<file path="src/rtl/mpoc_pkg.sv">
// Shared constants for the multi-pattern occurrence counter.
package mpoc_pkg;

    // Field widths of the input and result transactions
    localparam int MODE_W = 2;
    localparam int IDX_W  = 4;
    localparam int OFF_W  = 6;
    localparam int BYTE_W = 8;
    localparam int MASK_W = 16;
    localparam int CNT_W  = 32;

    // Default sizing
    localparam int DEF_NUM_PATTERNS = 16;
    localparam int DEF_MAX_LEN      = 64;

    // Transaction modes
    localparam logic [MODE_W-1:0] MODE_LOAD = 2'd0;
    localparam logic [MODE_W-1:0] MODE_TEXT = 2'd1;
    localparam logic [MODE_W-1:0] MODE_READ = 2'd2;

    // Saturation limit of an occurrence count
    localparam logic [CNT_W-1:0] TALLY_MAX = '1;

endpackage

</file>
<file path="src/rtl/mpoc_text_hist.sv">
// Circular text history: newest byte at age 0, registered read by age.
module mpoc_text_hist
    import mpoc_pkg::*;
#(
    parameter int MAX_LEN = DEF_MAX_LEN
) (
    input  logic                       i_clk,
    input  logic                       i_rst_n,
    input  logic                       i_push,
    input  logic [BYTE_W-1:0]          i_push_byte,
    input  logic [$clog2(MAX_LEN)-1:0] i_rd_age,
    output logic [BYTE_W-1:0]          o_rd_byte
);

    localparam int AW = $clog2(MAX_LEN);
    localparam int HD = 1 << AW;

    logic [BYTE_W-1:0] r_mem [HD];
    logic [HD-1:0]     r_vld;
    logic [AW-1:0]     r_wp;
    logic [AW-1:0]     n_wp;
    logic [AW-1:0]     rd_addr;
    logic [BYTE_W-1:0] r_rd;

    assign n_wp    = r_wp + AW'(1);
    assign rd_addr = r_wp - i_rd_age;

    // Pointer and valid bits: entries never written read as zero bytes
    always_ff @(posedge i_clk) begin
        if (!i_rst_n) begin
            r_wp  <= '0;
            r_vld <= '0;
        end else if (i_push) begin
            r_wp        <= n_wp;
            r_vld[n_wp] <= 1'b1;
        end
    end

    always_ff @(posedge i_clk) begin
        if (i_push) begin
            r_mem[n_wp] <= i_push_byte;
        end
        r_rd <= r_vld[rd_addr] ? r_mem[rd_addr] : '0;
    end

    assign o_rd_byte = r_rd;

endmodule

</file>
<file path="config.mk">
export PLATFORM = sky130hd
export DESIGN_NAME = mpoc_text_hist
export DESIGN_NICKNAME = d
export VERILOG_FILES = /design/src/rtl/mpoc_pkg.sv /design/src/rtl/mpoc_text_hist.sv
export SDC_FILE = /design/constraint.sdc
export NUM_CORES = 1
export LEC_CHECK = 0
export BUFFER_PORTS_ARGS = -buffer_cell sky130_fd_sc_hd__clkbuf_2
export CAP_MARGIN = 20
export CORE_ASPECT_RATIO = 0.6
export CORE_UTILIZATION = 45
export CTS_CLUSTER_DIAMETER = 120
export DETAILED_ROUTE_END_ITERATION = 8
export PLACE_DENSITY = 0.67
export SLEW_MARGIN = 0
export SYNTH_ARGS = -nofsm -noshare
export SYNTH_HDL_FRONTEND = slang
export SYNTH_SLANG_ARGS = --single-unit
</file>
<file path="constraint.sdc">
create_clock -name i_clk -period 3.5 [get_ports i_clk]
set_input_delay 0.875 -clock i_clk [delete_from_list [all_inputs] [get_ports i_clk]]
set_output_delay 0.875 -clock i_clk [all_outputs]
set_load 0.005 [all_outputs]
</file>
==> After elaboration in Yosys (flattened, before gate mapping) <==
Memory sizes are Yosys's and may differ from the RTL's. A register that Yosys moved wholly into a read port is not among the register bits.
Cells that the tools add are included.
{ "op_classes": {"n_reduce_logical": 2, "bitwise": 1, "magnitude_cmp": 3, "addsub": 2, "n_mux": 6} }
{ "op_table": {"columns": ["operator", "n"], "rows": [
  ["OR 64 bit", 1],
  ["< comparator 6 x 7 -> 1 bit (second input constant)", 2],
  ["adder 6 x 1 -> 6 bit (second input constant)", 1],
  ["binary-select mux 1 bit (select 6 bit)", 1],
  ["demux 1 bit (select 6 bit)", 1],
  ["greater-or-equal comparator 6 x 1 -> 1 bit (second input constant)", 1],
  ["subtractor 6 bit", 1],
  ["two-way mux 1 bit", 4],
  ["logical AND 1 bit", 1],
  ["logical NOT 1 bit", 1]
]} }
{ "word_totals": {"inputBits": 17, "output_inout_bits": 8, "elab_cells": 17, "mem_count": 1, "reg_bits": 70, "mem_bits_rw": 512} }
{ "memory_table": {"columns": ["memory", "words", "width", "read_ports", "rd_ports_with_merged_regs", "write_ports", "line", "rtl"], "rows": [
  ["r_mem", 64, 8, 1, 1, 1, "mpoc_text_hist.sv:18", "logic [BYTE_W-1:0] r_mem [HD];"]
]} }

==> Logic depth before layout (Yosys ltp) <==
{ "depth": {"depth_word": 6, "depth_mapped": 12, "depth_no_buf": 10} }

==> Worst setup path after synthesis <==
OpenSTA, ideal clock, no wires.
{ "synth_path": {"path_kind": "input-to-reg", "startpoint": "input i_rd_age[0]", "endpoint": "register r_rd[3] (netlist: o_rd_byte[3]) (read register of r_mem)", "required_time_ns": 3.373, "path_stages": 10, "n_path_buf": 3, "setup_slack_ns": 0.480, "setup_time_ns": 0.127, "arrival_time_ns": 2.893, "cell_sequence": "ha_1 fa_1 buf_4 buf_2 clkbuf_1 mux4_2 mux2i_1 nand3_1 nand4_1 o22ai_1"} }
{ "synth_between": {"elab_chain_len": 4} }
{ "synth_rtl": {"columns": ["element", "line", "rtl"], "rows": [
  ["from (decl)", "mpoc_text_hist.sv:11", "input logic [$clog2(MAX_LEN)-1:0] i_rd_age,"],
  ["subtractor 6 bit *", "mpoc_text_hist.sv:26", "assign rd_addr = r_wp - i_rd_age;"],
  ["binary-select mux 1 bit (select 6 bit)", "mpoc_text_hist.sv:43", "r_rd <= r_vld[rd_addr] ? r_mem[rd_addr] : '0;"],
  ["two-way mux 1 bit (implied by the code)", "mpoc_text_hist.sv:43", null],
  ["logical NOT 1 bit (no source line)", null, null],
  ["to (decl)", "mpoc_text_hist.sv:23", "logic [BYTE_W-1:0] r_rd;"]
]} }
Every way passes the cells marked *; elsewhere a longest branch is shown, timed or not. The select of a mux whose other input is x is not followed.
A chain may end at the register's enable or synchronous reset.

==> Worst setup path after layout <==
{ "layout_path": {"startpoint": "register r_wp[0]", "endpoint": "register r_rd[1] (netlist: o_rd_byte[1]) (read register of r_mem)"} }
{ "layout_between": {"elab_chain_len": 4} }
{ "layout_rtl": {"columns": ["element", "line", "rtl"], "rows": [
  ["from (decl)", "mpoc_text_hist.sv:20", "logic [AW-1:0] r_wp;"],
  ["from (signal assigned)", "mpoc_text_hist.sv:34", "r_wp <= n_wp;"],
  ["subtractor 6 bit *", "mpoc_text_hist.sv:26", null],
  ["binary-select mux 1 bit (select 6 bit)", "mpoc_text_hist.sv:43", null],
  ["two-way mux 1 bit (implied by the code)", "mpoc_text_hist.sv:43", null],
  ["logical NOT 1 bit (no source line)", null, null]
]} }
Marked as above.

==> summary.md <==
| Metric | Value |
|---|---|
| Synth Area in XOR/XNOR | less than 1% |
| Crit end category | flip-flop |
| Max VDD drop | 0.4207 mV |
| Final Max Tran Viols | 0 |
| Fmax | between 300 and 400 MHz |
| Clock root cell | clkbuf_16 |
| IO buf count | 24 |
| Overall Global Routing Usage | between 20% and 30% |
| WP data required | between 3000 and 4000 ps |
| Skew final | between 10 and 15 ps |
| Synthesized instance count | 1269 |
| N_diodes | 0 |
| Die Width | around 290 microns |
| Final Critical Period | a little under 3000 ps |
| Initial antenna violation count | 0 |
| Post-CTS Setup Bufs | 0 |
| Worst-Margin Slew | 1075 ps |
| Compound-Gate Fraction of Synth Area | just under 3% |
| Area delta synth->final | 15.06% |
| Via count | 12320 |
| Worst R2R Start | r_wp[0] |
| Worst hold slack | 465.2 ps |
| GR Util met1 | 32.84% |
| Post-synthesis adder-cell area fraction | 0.4122% |
| Outcome | finished, final reports clean |
| Core Area | 0.04998 sq mm |
| GR Overflow Total | 0 |
| Power Density | ~570 mW/mm^2 |
| Top Ports | 25 |
| Async SR Flop Fraction | 0% |
| Slew Limit Headroom | 28.33% |
| Leak Pwr | around 8.7 nW |
| Num CTS Buffers | 52 |
| Commonest non-fill, non-tap cells in the layout | edfxtp_1, nand2_1, mux4_2, buf_4, dfxtp_1 |
| Synth Flop Type | edfxtp_1 |
| Post-Route WL | ~55000 microns |
| DRT antenna net count | 0 |
| Max cap viols | 0 |
| Post-CTS sizing | 0 |
| Synth Net Count | 1293 |
| Final Hold Fails | 0 |
| Post-Synthesis Cell Area | 0.02307 sq mm |
| Initial Util | 46.16% |
| Crit-path max FO | 30 |
| Number of flops mapped to enable cells by yosys | 512 |
| Startpoint types | flip-flop |
| Reg2reg path depth | 10 |
| Post-DP Area | 0.02491 sq mm |
| Residual DRC | 0 |
| Hold-fix buffers at CTS | 0 |
| Final worst slack | 524.4 ps |
| M2 GR Usage | 30.40% |
| First-pass GRT wire length | 81920 microns |
| Layout cells sized above 1 | a little over a quarter |
| Longest Clk Path Bufs | 3 |
| Most common cell after layout, fill and taps aside | edfxtp_1 |
| CTS H-tree depth | 2 |
| Period utilization | 85.02% |
| Worst setup path end | o_rd_byte[1] |
| Multiplexer share of the synthesized area | between 10% and 20% |
| DR pass1 iterations | 5 |
| Synth Area in Simple Gates | 6.427% |
| Pre-CTS WS | -10.25 ps |
| Fillers | 3993 |
| Clock Pin Slew Worst Setup and Hold Paths | approximately 70 ps |
| Setup violators final | 0 |
| FF-to-FF End | o_rd_byte[1] |
| Via density | 5.805 |
| Chip Height | about 180 microns |
| DP HPWL | 35960 microns |
| R2R setup slack | 520 ps |
| Grt met3 use | under 10% |
| RSZ-0062 raised after global routing | no |
| Crit path launch | r_wp[0] |
| Cell variety after synth | 43 |
| Die ar. | between 0.05 and 0.06 sq mm |
| Clock sink count | 590 |
| Nets | 1423 |
| Pin count of the biggest net entering global routing | 52 |
| Wire per inst | 26.08 microns |
| Synth warn | 0 |
| GRT busiest layer | met1 |
| Largest family of logic cells by synthesized area | multiplexers |
| Routability congestion estimate | roughly 0.91 |
| Yosys reg bits | 590 |
| HP Class | reg -> reg |
| Worst skew pair latency | 580 ps |
| Register area share after synthesis | between 70 and 80% |
| Data arrival, critical path | 3430 ps |
| Mean Syn Cell Area | 18.18 sq um |
| Area taken by multi-input logic gates | 0.005774 sq mm |
| Worst Path Class, Setup | reg -> reg |
| Number of global-route vias before repair | 12170 |
| DRT iter0 DRCs | 1403 |
| Final Cell Area | 0.02654 sq mm |
| CTS tree | built |
| Core Rows | 63 |
| Register area | 0.01694 sq mm |
critical path: stages, from the launching register on:
cell and delay [ps]:
dfxtp_1 330, inv_1 90, ha_4 170, fa_4 820, buf_12 230, buf_12 220, mux4_2 320, nand2_1 90
nand3_1 240, nand4_1 210, o22ai_1 90
through the flow:
step	total power, mW	util, %	std cells	TNS (ps)
after global placement	9.628	49.85	2027	0
after detailed placement	9.642	49.85	2027	-15.34
after global routing	15.57	53.11	2123	0
after CTS	15.18	53.11	2123	0
after floorplan	8.890	-	1269	0
final	15.08	53.11	2123	0
Yosys cell counts (3+ instances only):
library cell / n / area [sq um]
clkbuf_1: 23 / 86.33
nor2_1: 73 / 274.0
buf_1: 8 / 30.03
ha_1: 6 / 75.07
o22ai_1: 9 / 56.30
xnor2_1: 9 / 78.83
nand4_1: 24 / 150.1
xor2_1: 6 / 52.55
nand2_1: 146 / 548.0
nand3_1: 69 / 345.3
buf_2: 23 / 115.1
mux4_2: 144 / 3243
dfxtp_1: 78 / 1562
a21oi_1: 4 / 20.02
and2_1: 4 / 25.02
mux2i_1: 8 / 80.08
nand2b_1: 5 / 31.28
buf_4: 18 / 135.1
o21a_1: 65 / 488.0
edfxtp_1: 512 / 15370
nor2b_1: 3 / 18.77
inv_1: 7 / 26.28
worst min-delay path by stage:
stage               from  slack [ps]  cells past startpoint        end
2_1_floorplan  r_vld[13]         440                      1  r_vld[13]
3_3_place_gp   r_vld[49]         440                      1  r_vld[49]
3_5_place_dp   r_vld[45]         450                      1  r_vld[45]
4_1_cts         r_vld[7]         470                      1   r_vld[7]
5_1_grt        r_vld[31]         480                      1  r_vld[31]
6_report       r_vld[60]         470                      1  r_vld[60]
power breakdown:
part	internal (mW)	total [mW]	switching, mW
clock	3.07	5.58	2.52
sequential	7.69	7.73	0.0404
combinational	0.744	1.77	1.03
kinds of logic (layout without fill, tap and decap cells):
family,count (synthesis),in the layout
simple gates,335,335
fa+ha+maj,7,7
compound gates,89,89
mux,152,152
flops,590,590
xor+xnor,16,16
buf+inv,80,252
routing by layer:
layer,vias to the layer above,part of all wire (%)
met5,-,0
met4,0,2.3
met3,76,11
met2,568,43
met1,6402,44
li1,5278,-
registers in the layout (all words and copies together), names as in the netlist:
register / cells
r_vld: 64
r_wp: 6
o_rd_byte: 8
r_mem: 512
cell type report:
class	instances	area share (%)
well taps	682	3.215
flip-flops and latches	590	63.81
clock buffers	62	5.124
repair buffers	149	4.978
clock inverters	34	1.023
inverters	7	0.09899
multi-input cells	599	21.75
Power figures use the tool's default switching activity.
